--- config.mk ---
export PLATFORM = sky130hd
export DESIGN_NAME = bisection_square_root
export DESIGN_NICKNAME = d
export VERILOG_FILES = /design/src/hw/rtl/bsr_pkg.sv /design/src/hw/rtl/bsr_ctrl.sv /design/src/hw/rtl/bsr_dp.sv /design/src/hw/rtl/bisection_square_root.sv
export SDC_FILE = /design/constraint.sdc
export NUM_CORES = 2
export LEC_CHECK = 0
export ABC_AREA = 1
export BUFFER_PORTS_ARGS = -buffer_cell sky130_fd_sc_hd__clkbuf_2
export CORE_MARGIN = 4
export CORE_UTILIZATION = 30
export DETAILED_ROUTE_END_ITERATION = 16
export GPL_ROUTABILITY_DRIVEN = 0
export PLACE_DENSITY_LB_ADDON = 0.2
export SLEW_MARGIN = 5
export SYNTH_ARGS = -nofsm -noshare
export SYNTH_HDL_FRONTEND = slang
export SYNTH_SLANG_ARGS = --single-unit
--- constraint.sdc ---
create_clock -name clk -period 8.55 [get_ports clk]
set_clock_uncertainty 0.2 [all_clocks]
set_input_delay 0.4275 -clock clk [delete_from_list [all_inputs] [get_ports clk]]
set_output_delay 0.4275 -clock clk [all_outputs]
set_load 0.1 [all_outputs]
--- src/hw/rtl/bsr_pkg.sv ---
// ----------------------------------------------------------------------------
// bsr_pkg: shared types and constants for the bisection square root
// Holds default widths, the tolerance register format, the controller state
// encoding and the command/status bundles between controller and datapath.
// ----------------------------------------------------------------------------
package bsr_pkg;

    localparam int DATA_WIDTH_DEF = 32;
    localparam int FRAC_BITS_DEF  = 16;

    localparam int                  TOL_WIDTH = 16;
    localparam logic [TOL_WIDTH-1:0] TOL_RESET = 16'd1;

    typedef enum logic [2:0] {
        ST_IDLE,
        ST_MUL,
        ST_SUM,
        ST_CMP,
        ST_DONE
    } bsr_state_t;

    // Commands from controller to datapath
    typedef struct packed {
        logic load;      // capture a new word and its first guess
        logic mul;       // register the partial products of the guess
        logic sum;       // register the full square
        logic step;      // move one bound and take a new midpoint
        logic out_load;  // copy the final guess into the result register
    } bsr_cmd_t;

    // Status from datapath to controller
    typedef struct packed {
        logic finish;    // exact hit, or bracket flat, inverted or within tolerance
    } bsr_stat_t;

endpackage

--- src/hw/rtl/bsr_ctrl.sv ---
// ----------------------------------------------------------------------------
// bsr_ctrl: sequencer for the bisection square root
// Walks each guess through multiply, sum and compare, and manages the
// result register handshake.
// ----------------------------------------------------------------------------
module bsr_ctrl
    import bsr_pkg::*;
(
    input  logic      clk,
    input  logic      rst_n,
    input  logic      in_valid,
    output logic      in_stall,
    output logic      out_valid,
    input  logic      out_stall,
    input  bsr_stat_t stat,
    output bsr_cmd_t  cmd
);

    bsr_state_t state_reg;
    bsr_state_t state_next;
    logic       out_valid_reg;
    logic       out_valid_next;
    logic       slot_free;

    // Result register may be refilled when empty or being drained this cycle
    assign slot_free = !out_valid_reg || !out_stall;

    always_ff @(posedge clk or negedge rst_n)
    begin
        if (!rst_n)
        begin
            state_reg     <= ST_IDLE;
            out_valid_reg <= 1'b0;
        end
        else
        begin
            state_reg     <= state_next;
            out_valid_reg <= out_valid_next;
        end
    end

    always_comb
    begin
        state_next = state_reg;
        cmd        = '0;
        unique case (state_reg)
            ST_IDLE:
            begin
                if (in_valid)
                begin
                    cmd.load   = 1'b1;
                    state_next = ST_MUL;
                end
            end
            ST_MUL:
            begin
                cmd.mul    = 1'b1;
                state_next = ST_SUM;
            end
            ST_SUM:
            begin
                cmd.sum    = 1'b1;
                state_next = ST_CMP;
            end
            ST_CMP:
            begin
                if (stat.finish)
                begin
                    if (slot_free)
                    begin
                        cmd.out_load = 1'b1;
                        state_next   = ST_IDLE;
                    end
                    else
                    begin
                        state_next = ST_DONE;
                    end
                end
                else
                begin
                    cmd.step   = 1'b1;
                    state_next = ST_MUL;
                end
            end
            ST_DONE:
            begin
                // hold the finished guess until the result register frees up
                if (slot_free)
                begin
                    cmd.out_load = 1'b1;
                    state_next   = ST_IDLE;
                end
            end
            default:
            begin
                state_next = ST_IDLE;
            end
        endcase
    end

    assign out_valid_next = cmd.out_load ? 1'b1 : (out_valid_reg && out_stall);

    assign in_stall  = (state_reg != ST_IDLE);
    assign out_valid = out_valid_reg;

endmodule

--- src/hw/rtl/bsr_dp.sv ---
// ----------------------------------------------------------------------------
// bsr_dp: datapath for the bisection square root
// Holds the bracket, the guess and its square (built from three half-width
// products), the tolerance register and the result register.
// ----------------------------------------------------------------------------
module bsr_dp
    import bsr_pkg::*;
#(
    parameter int DATA_WIDTH = DATA_WIDTH_DEF,
    parameter int FRAC_BITS  = FRAC_BITS_DEF
)
(
    input  logic                  clk,
    input  logic                  rst_n,
    input  logic                  cfg_wr_en,
    input  logic [TOL_WIDTH-1:0]  cfg_wr_data,
    input  logic [DATA_WIDTH-1:0] radicand,
    input  logic [DATA_WIDTH-1:0] lower_bound,
    input  logic [DATA_WIDTH-1:0] upper_bound,
    input  bsr_cmd_t              cmd,
    output bsr_stat_t             stat,
    output logic [DATA_WIDTH-1:0] root,
    output logic                  exact
);

    localparam int HALF  = (DATA_WIDTH + 1) / 2;
    localparam int HIGH  = DATA_WIDTH - HALF;
    localparam int SQ_W  = 2 * DATA_WIDTH;
    localparam int CMP_W = 2 * DATA_WIDTH + FRAC_BITS;
    localparam int WID_W = (DATA_WIDTH > TOL_WIDTH) ? DATA_WIDTH : TOL_WIDTH;

    logic [TOL_WIDTH-1:0]    tol_reg;
    logic [DATA_WIDTH-1:0]   x_reg;
    logic [DATA_WIDTH-1:0]   lo_reg;
    logic [DATA_WIDTH-1:0]   hi_reg;
    logic [DATA_WIDTH-1:0]   guess_reg;
    logic [2*HIGH-1:0]       hh_reg;
    logic [HIGH+HALF-1:0]    hl_reg;
    logic [2*HALF-1:0]       ll_reg;
    logic                    cont_reg;
    logic [SQ_W-1:0]         sq_reg;
    logic [DATA_WIDTH-1:0]   root_reg;
    logic                    exact_reg;

    logic [HIGH-1:0]         g_hi;
    logic [HALF-1:0]         g_lo;
    logic [2*HIGH-1:0]       hh_next;
    logic [HIGH+HALF-1:0]    hl_next;
    logic [2*HALF-1:0]       ll_next;
    logic [SQ_W-1:0]         sq_next;
    logic [TOL_WIDTH-1:0]    tol_eff;
    logic [DATA_WIDTH-1:0]   width;
    logic                    cont_next;
    logic [CMP_W-1:0]        target;
    logic [CMP_W-1:0]        sq_ext;
    logic                    sq_gt;
    logic                    sq_eq;
    logic [DATA_WIDTH-1:0]   lo_step;
    logic [DATA_WIDTH-1:0]   hi_step;

    // Floor midpoint, formed one bit wider so it never wraps
    function automatic logic [DATA_WIDTH-1:0] mid_of(
        input logic [DATA_WIDTH-1:0] a,
        input logic [DATA_WIDTH-1:0] b
    );
        logic [DATA_WIDTH:0] s;
        s = {1'b0, a} + {1'b0, b};
        return s[DATA_WIDTH:1];
    endfunction

    assign g_hi = guess_reg[DATA_WIDTH-1:HALF];
    assign g_lo = guess_reg[HALF-1:0];

    assign hh_next = {{HIGH{1'b0}}, g_hi} * {{HIGH{1'b0}}, g_hi};
    assign hl_next = {{HALF{1'b0}}, g_hi} * {{HIGH{1'b0}}, g_lo};
    assign ll_next = {{HALF{1'b0}}, g_lo} * {{HALF{1'b0}}, g_lo};

    // Cross term appears twice, hence the extra shift
    assign sq_next = (SQ_W'(hh_reg) << (2 * HALF))
                   + (SQ_W'(hl_reg) << (HALF + 1))
                   + SQ_W'(ll_reg);

    // Zero tolerance acts as one so the bracket always shrinks
    assign tol_eff   = (tol_reg == '0) ? TOL_WIDTH'(1) : tol_reg;
    assign width     = hi_reg - lo_reg;
    assign cont_next = (hi_reg > lo_reg) && (WID_W'(width) > WID_W'(tol_eff));

    assign target = CMP_W'(x_reg) << FRAC_BITS;
    assign sq_ext = CMP_W'(sq_reg);
    assign sq_gt  = (sq_ext > target);
    assign sq_eq  = (sq_ext == target);

    assign stat.finish = sq_eq || !cont_reg;

    assign lo_step = sq_gt ? lo_reg : guess_reg;
    assign hi_step = sq_gt ? guess_reg : hi_reg;

    always_ff @(posedge clk or negedge rst_n)
    begin
        if (!rst_n)
        begin
            tol_reg <= TOL_RESET;
        end
        else if (cfg_wr_en)
        begin
            tol_reg <= cfg_wr_data;
        end
    end

    always_ff @(posedge clk)
    begin
        if (cmd.load)
        begin
            x_reg     <= radicand;
            lo_reg    <= lower_bound;
            hi_reg    <= upper_bound;
            guess_reg <= mid_of(lower_bound, upper_bound);
        end
        else if (cmd.step)
        begin
            lo_reg    <= lo_step;
            hi_reg    <= hi_step;
            guess_reg <= mid_of(lo_step, hi_step);
        end

        if (cmd.mul)
        begin
            hh_reg   <= hh_next;
            hl_reg   <= hl_next;
            ll_reg   <= ll_next;
            cont_reg <= cont_next;
        end

        if (cmd.sum)
        begin
            sq_reg <= sq_next;
        end

        if (cmd.out_load)
        begin
            root_reg  <= guess_reg;
            exact_reg <= sq_eq;
        end
    end

    assign root  = root_reg;
    assign exact = exact_reg;

endmodule

--- src/hw/rtl/bisection_square_root.sv ---
// Each accepted word runs through n bisection steps (at most about DATA_WIDTH);
// each step passes through a multiply, a sum and a compare state around the
// shared squaring datapath. A new word is accepted only in the idle state, once
// the previous result has been loaded into the result register.
// Reset: asynchronous, active low; clears the sequencer and result valid and
// sets the tolerance register to 1.
// ----------------------------------------------------------------------------
// bisection_square_root: fixed-point square root by bisection
// Each input word carries a radicand and a bracket. The guess starts at the
// floor midpoint; while its square differs from the scaled radicand and the
// bracket is wider than the tolerance, one bound moves to the guess.
// ----------------------------------------------------------------------------
module bisection_square_root
    import bsr_pkg::*;
#(
    parameter int DATA_WIDTH = DATA_WIDTH_DEF,
    parameter int FRAC_BITS  = FRAC_BITS_DEF
)
(
    input  logic                  clk,
    input  logic                  rst_n,

    // tolerance register write port
    input  logic                  cfg_wr_en,
    input  logic [TOL_WIDTH-1:0]  cfg_wr_data,

    // input channel
    input  logic                  in_valid,
    output logic                  in_stall,
    input  logic [DATA_WIDTH-1:0] radicand,
    input  logic [DATA_WIDTH-1:0] lower_bound,
    input  logic [DATA_WIDTH-1:0] upper_bound,

    // output channel
    output logic                  out_valid,
    input  logic                  out_stall,
    output logic [DATA_WIDTH-1:0] root,
    output logic                  exact
);

    bsr_cmd_t  cmd;
    bsr_stat_t stat;

    // Sequencer: one state per phase of a bisection step, plus a hold state
    // for when the result register is still occupied by the previous word.
    bsr_ctrl u_ctrl
    (
        .clk       (clk),
        .rst_n     (rst_n),
        .in_valid  (in_valid),
        .in_stall  (in_stall),
        .out_valid (out_valid),
        .out_stall (out_stall),
        .stat      (stat),
        .cmd       (cmd)
    );

    // Datapath: bracket, guess, split-multiplier square, compare, and the
    // result register that parts the two channels.
    bsr_dp #(
        .DATA_WIDTH (DATA_WIDTH),
        .FRAC_BITS  (FRAC_BITS)
    ) u_dp
    (
        .clk         (clk),
        .rst_n       (rst_n),
        .cfg_wr_en   (cfg_wr_en),
        .cfg_wr_data (cfg_wr_data),
        .radicand    (radicand),
        .lower_bound (lower_bound),
        .upper_bound (upper_bound),
        .cmd         (cmd),
        .stat        (stat),
        .root        (root),
        .exact       (exact)
    );

`ifndef SYNTHESIS
    // An accepted word keeps the input side stalled on the next cycle
    a_accept_then_busy: assert property (@(posedge clk) disable iff (!rst_n)
        (in_valid && !in_stall) |=> in_stall)
        else $error("input not stalled after accepting a word");

    // Loading the result register always presents a valid word next cycle
    a_load_then_valid: assert property (@(posedge clk) disable iff (!rst_n)
        cmd.out_load |=> out_valid)
        else $error("result loaded but output not valid");

    // Never overwrite a result that is still stalled on the output
    a_no_overwrite: assert property (@(posedge clk) disable iff (!rst_n)
        !(cmd.out_load && out_valid && out_stall))
        else $error("result register overwritten while stalled");
`endif

endmodule

==> metrics.md <==
| Metric | Value |
|---|---|
| Status | finished, final reports clean |
| Fin cells | 7472 |
| Total GRT Usage | 0.170 |
| Worst slew pin tran | 1.16 ns |
| I/O Pins | 152 |
| Max Clock Freq | 143 MHz |
| Largest register FFs | 63 |
| Register area share after synthesis | 0.228 |
| Async set-reset flop share out of synthesis | 0.0590 |
| Setup slack, reg-to-reg | 1.57 ns |
| Syn Inst Count | 5302 |
| Post-synth top area cell | fa_1 |
| Largest net degree at the start of global routing | 68 |
| Synthesized flop and latch total | 339 |
| Antenna diodes | 0 |
| Final antenna-violating net count | 0 |
| Root Buffer | clkbuf_16 |
| Total gr overflow | 0 |
| Ys flop type | edfxtp_1 |
| Fin. Hold Viols | 0 |
| Final setup viols | 0 |
| Data required, critical path | 8.70 ns |
| CP top delay family | adder cells |
| Crit end category | flip-flop |
| Area grow syn2layout | 13.1% |
| Fillers | 15.3k |
| Cell Area, Synth | 0.0441 mm2 |
| Number of buffers added on ports | 151 |
| EDFF count, synth | 319 |
| Placed cell count | 7272 |
| CP most frequent cell | inv_1 |
| Slowest cell on crit path | edfxtp_1 |
| Worst path arrival time | 7.13 ns |
| Max_cap viols | 0 |
| Crit Path Category | reg2reg |
| Tcrit/Tclk final | 0.816 |
| Final Max Slew Viols | 0 |
| Setup TNS | 0 ns |
| Insertion delay to the later sink of the worst-skew pair | 0.63 ns |
| Nets | 6642 |
| First-pass GRT wire length | 204000 um |
| Routed length per instance | 17.2 um |
| Share of layout cells above drive strength 1 | 0.0641 |
| H-tree Lvls | 2 |
| Die area | 0.153 mm2 |
| Area of the multi-input gates | 0.0287 mm2 |
| Clock transition at path regs | 0.06 ns |
| Post-synthesis area per instance | 8.32 um2 |
| Via/cell ratio | 4.56 |
| Library cells used by synthesis | 62 |
| Crit-path max FO | 25 |
| Clock Path Buffers | 3 |
| Die Y | 392 um |
| CTS tree | done |
| Vias in the first global route | 35.8k |
| Die extent in x | 392 um |
| Num CTS Buffers | 48 |
| Final min period | 6.98 ns |
| RSZ-0062 raised after global routing | false |
| Top cell type's share of synthesized area | 0.238 |
| Synth Warn # | 0 |
| Critical path buffers and inverters | 8 |
| Core Area | 0.146 mm2 |
| Initial Utilization | 0.302 |
| Initial antenna violation count | 1 |
| Vias | 34.1k |
| Resize count post-CTS | 0 |
| Crit path largest cell delay | 1.11 ns |
| Min-delay worst type | in2reg |
| 1st-pass router iterations | 7 |
| Top post-synthesis cells by area | fa_1 24%, edfxtp_1 22%, ha_1 14% |
| DP HPWL | 104000 um |
| Rows | 140 |
| Worst slew margin | 0.230 |
| Clock sinks | 339 |
| Synth Net Count | 6425 |
| Initial DRC count | 2353 |
| Reg area | 0.0101 mm2 |
| CP Launch Type | flip-flop |
| WL final | 129000 um |
| DRC errors left | 0 |
[Yosys cell counts, types with 21 or more instances]
cell type and count:
a21oi_1 295, a31oi_1 34, clkbuf_1 150, edfxtp_1 319, fa_1 524, ha_1 482
inv_1 1271, nand2_1 1213, nand3_1 83, nand4_1 25, nor2_1 235, nor3_1 30
o21a_1 21, o21ai_0 154, o21ai_1 73, xnor2_1 71, xor2_1 124
[per-stage QoR]
| step | hold slack (ns) | setup WS, ns | cell area [um2] | util |
|---|---|---|---|---|
| after CTS | 0.0200 | 1.53 | 49900 | 0.342 |
| after floorplan | -0.0681 | 2.21 | 44100 | - |
| after global routing | 0.0882 | 1.02 | 49900 | 0.342 |
| final | 0.0727 | 1.57 | 49900 | 0.342 |
| after global placement | 0.202 | 1.66 | 47200 | 0.323 |
| after detailed placement | 0.206 | 1.58 | 47200 | 0.323 |
[cell type report]
class / instances / area share
Sequential cell: 339 / 0.202
Inverter: 1276 / 0.0960
Multi-Input combinational cell: 3527 / 0.575
Timing Repair Buffer: 327 / 0.0476
Clock inverter: 28 / 0.00597
Tap cell: 1917 / 0.0481
Clock buffer: 58 / 0.0254
[worst paths after layout]
check / cells after the start / from / endpoint
max: 25 / u_dp.guess_reg[7] / u_dp.ll_reg[22]
min: 3 / upper_bound[1] / u_dp.hi_reg[1]
max reg2reg: 25 / u_dp.guess_reg[7] / u_dp.ll_reg[22]
min reg2reg: 0 / u_dp.ll_reg[6] / u_dp.sq_reg[6]
max in group asynchronous: 2 / rst_n / u_dp.tol_reg[0]
min in group asynchronous: 2 / rst_n / u_dp.tol_reg[12]
[cells in the final DEF (no fill, tap or decap), types with 14 or more instances in the layout]
master,synthesis,layout
inv_1,1271,1271
nand2_1,1213,1212
fa_1,524,524
ha_1,482,482
edfxtp_1,319,319
a21oi_1,295,294
nor2_1,235,233
o21ai_0,154,154
clkbuf_2,0,151
xor2_1,124,124
dlygate4sd3_1,0,114
nand3_1,83,83
o21ai_1,73,73
xnor2_1,71,71
buf_4,0,61
clkbuf_16,0,49
a31oi_1,34,34
nor3_1,30,29
nand4_1,25,25
o21a_1,21,21
dfrtp_1,19,19
a21o_1,18,18
o211ai_1,14,14
nand2_2,14,14
[worst reg2reg max path, cell delays in order (launching register included)]
cell      delay, ns
edfxtp_1       1.11
buf_4          0.34
inv_1          0.09
fa_1           0.49
inv_1          0.06
fa_1           0.50
inv_1          0.05
fa_1           0.48
inv_1          0.06
fa_1           0.50
fa_1           0.54
inv_1          0.05
fa_1           0.53
inv_1          0.04
ha_1           0.34
nand2_1        0.09
inv_1          0.06
nand3_1        0.08
nor3_1         0.24
a21oi_1        0.15
o21ai_0        0.27
nand3_1        0.10
nand2_1        0.11
nand3_1        0.08
nand2_1        0.08
xor2_1         0.06
[metal layers]
| layer | global-route usage | vias to the layer above | share of wire | wire length, um |
|---|---|---|---|---|
| li1 | - | 16800 | - | - |
| met1 | 0.242 | 16400 | 0.48 | 62400 |
| met2 | 0.273 | 727 | 0.44 | 57200 |
| met3 | 0.0167 | 171 | 0.040 | 5120 |
| met4 | 0.0485 | 0 | 0.031 | 3980 |
| met5 | 0 | - | 0 | 0 |
[kinds of logic (layout without fill, tap and decap cells)]
group / count (synthesis) / count (layout) / synth area share
and+or+nand+nor: 1640 / 1640 / 0.148
buffers and inverters: 1436 / 1689 / 0.122
adders and majority gates: 1006 / 1006 / 0.374
AOI/OAI and AO/OA: 684 / 684 / 0.0876
DFF: 339 / 339 / 0.228
xor gates and xnor gates: 195 / 195 / 0.0387
muxes: 2 / 2 / 0.000482
[timing repair]
action | in CTS | in global routing
setup buffers | 0 | 0
endpoints found under the hold margin | 134 | 0
hold buffers | 114 | 0
Power is not shown: default switching activity piles up to over one toggle a cycle in this logic, so the estimate is an artifact.
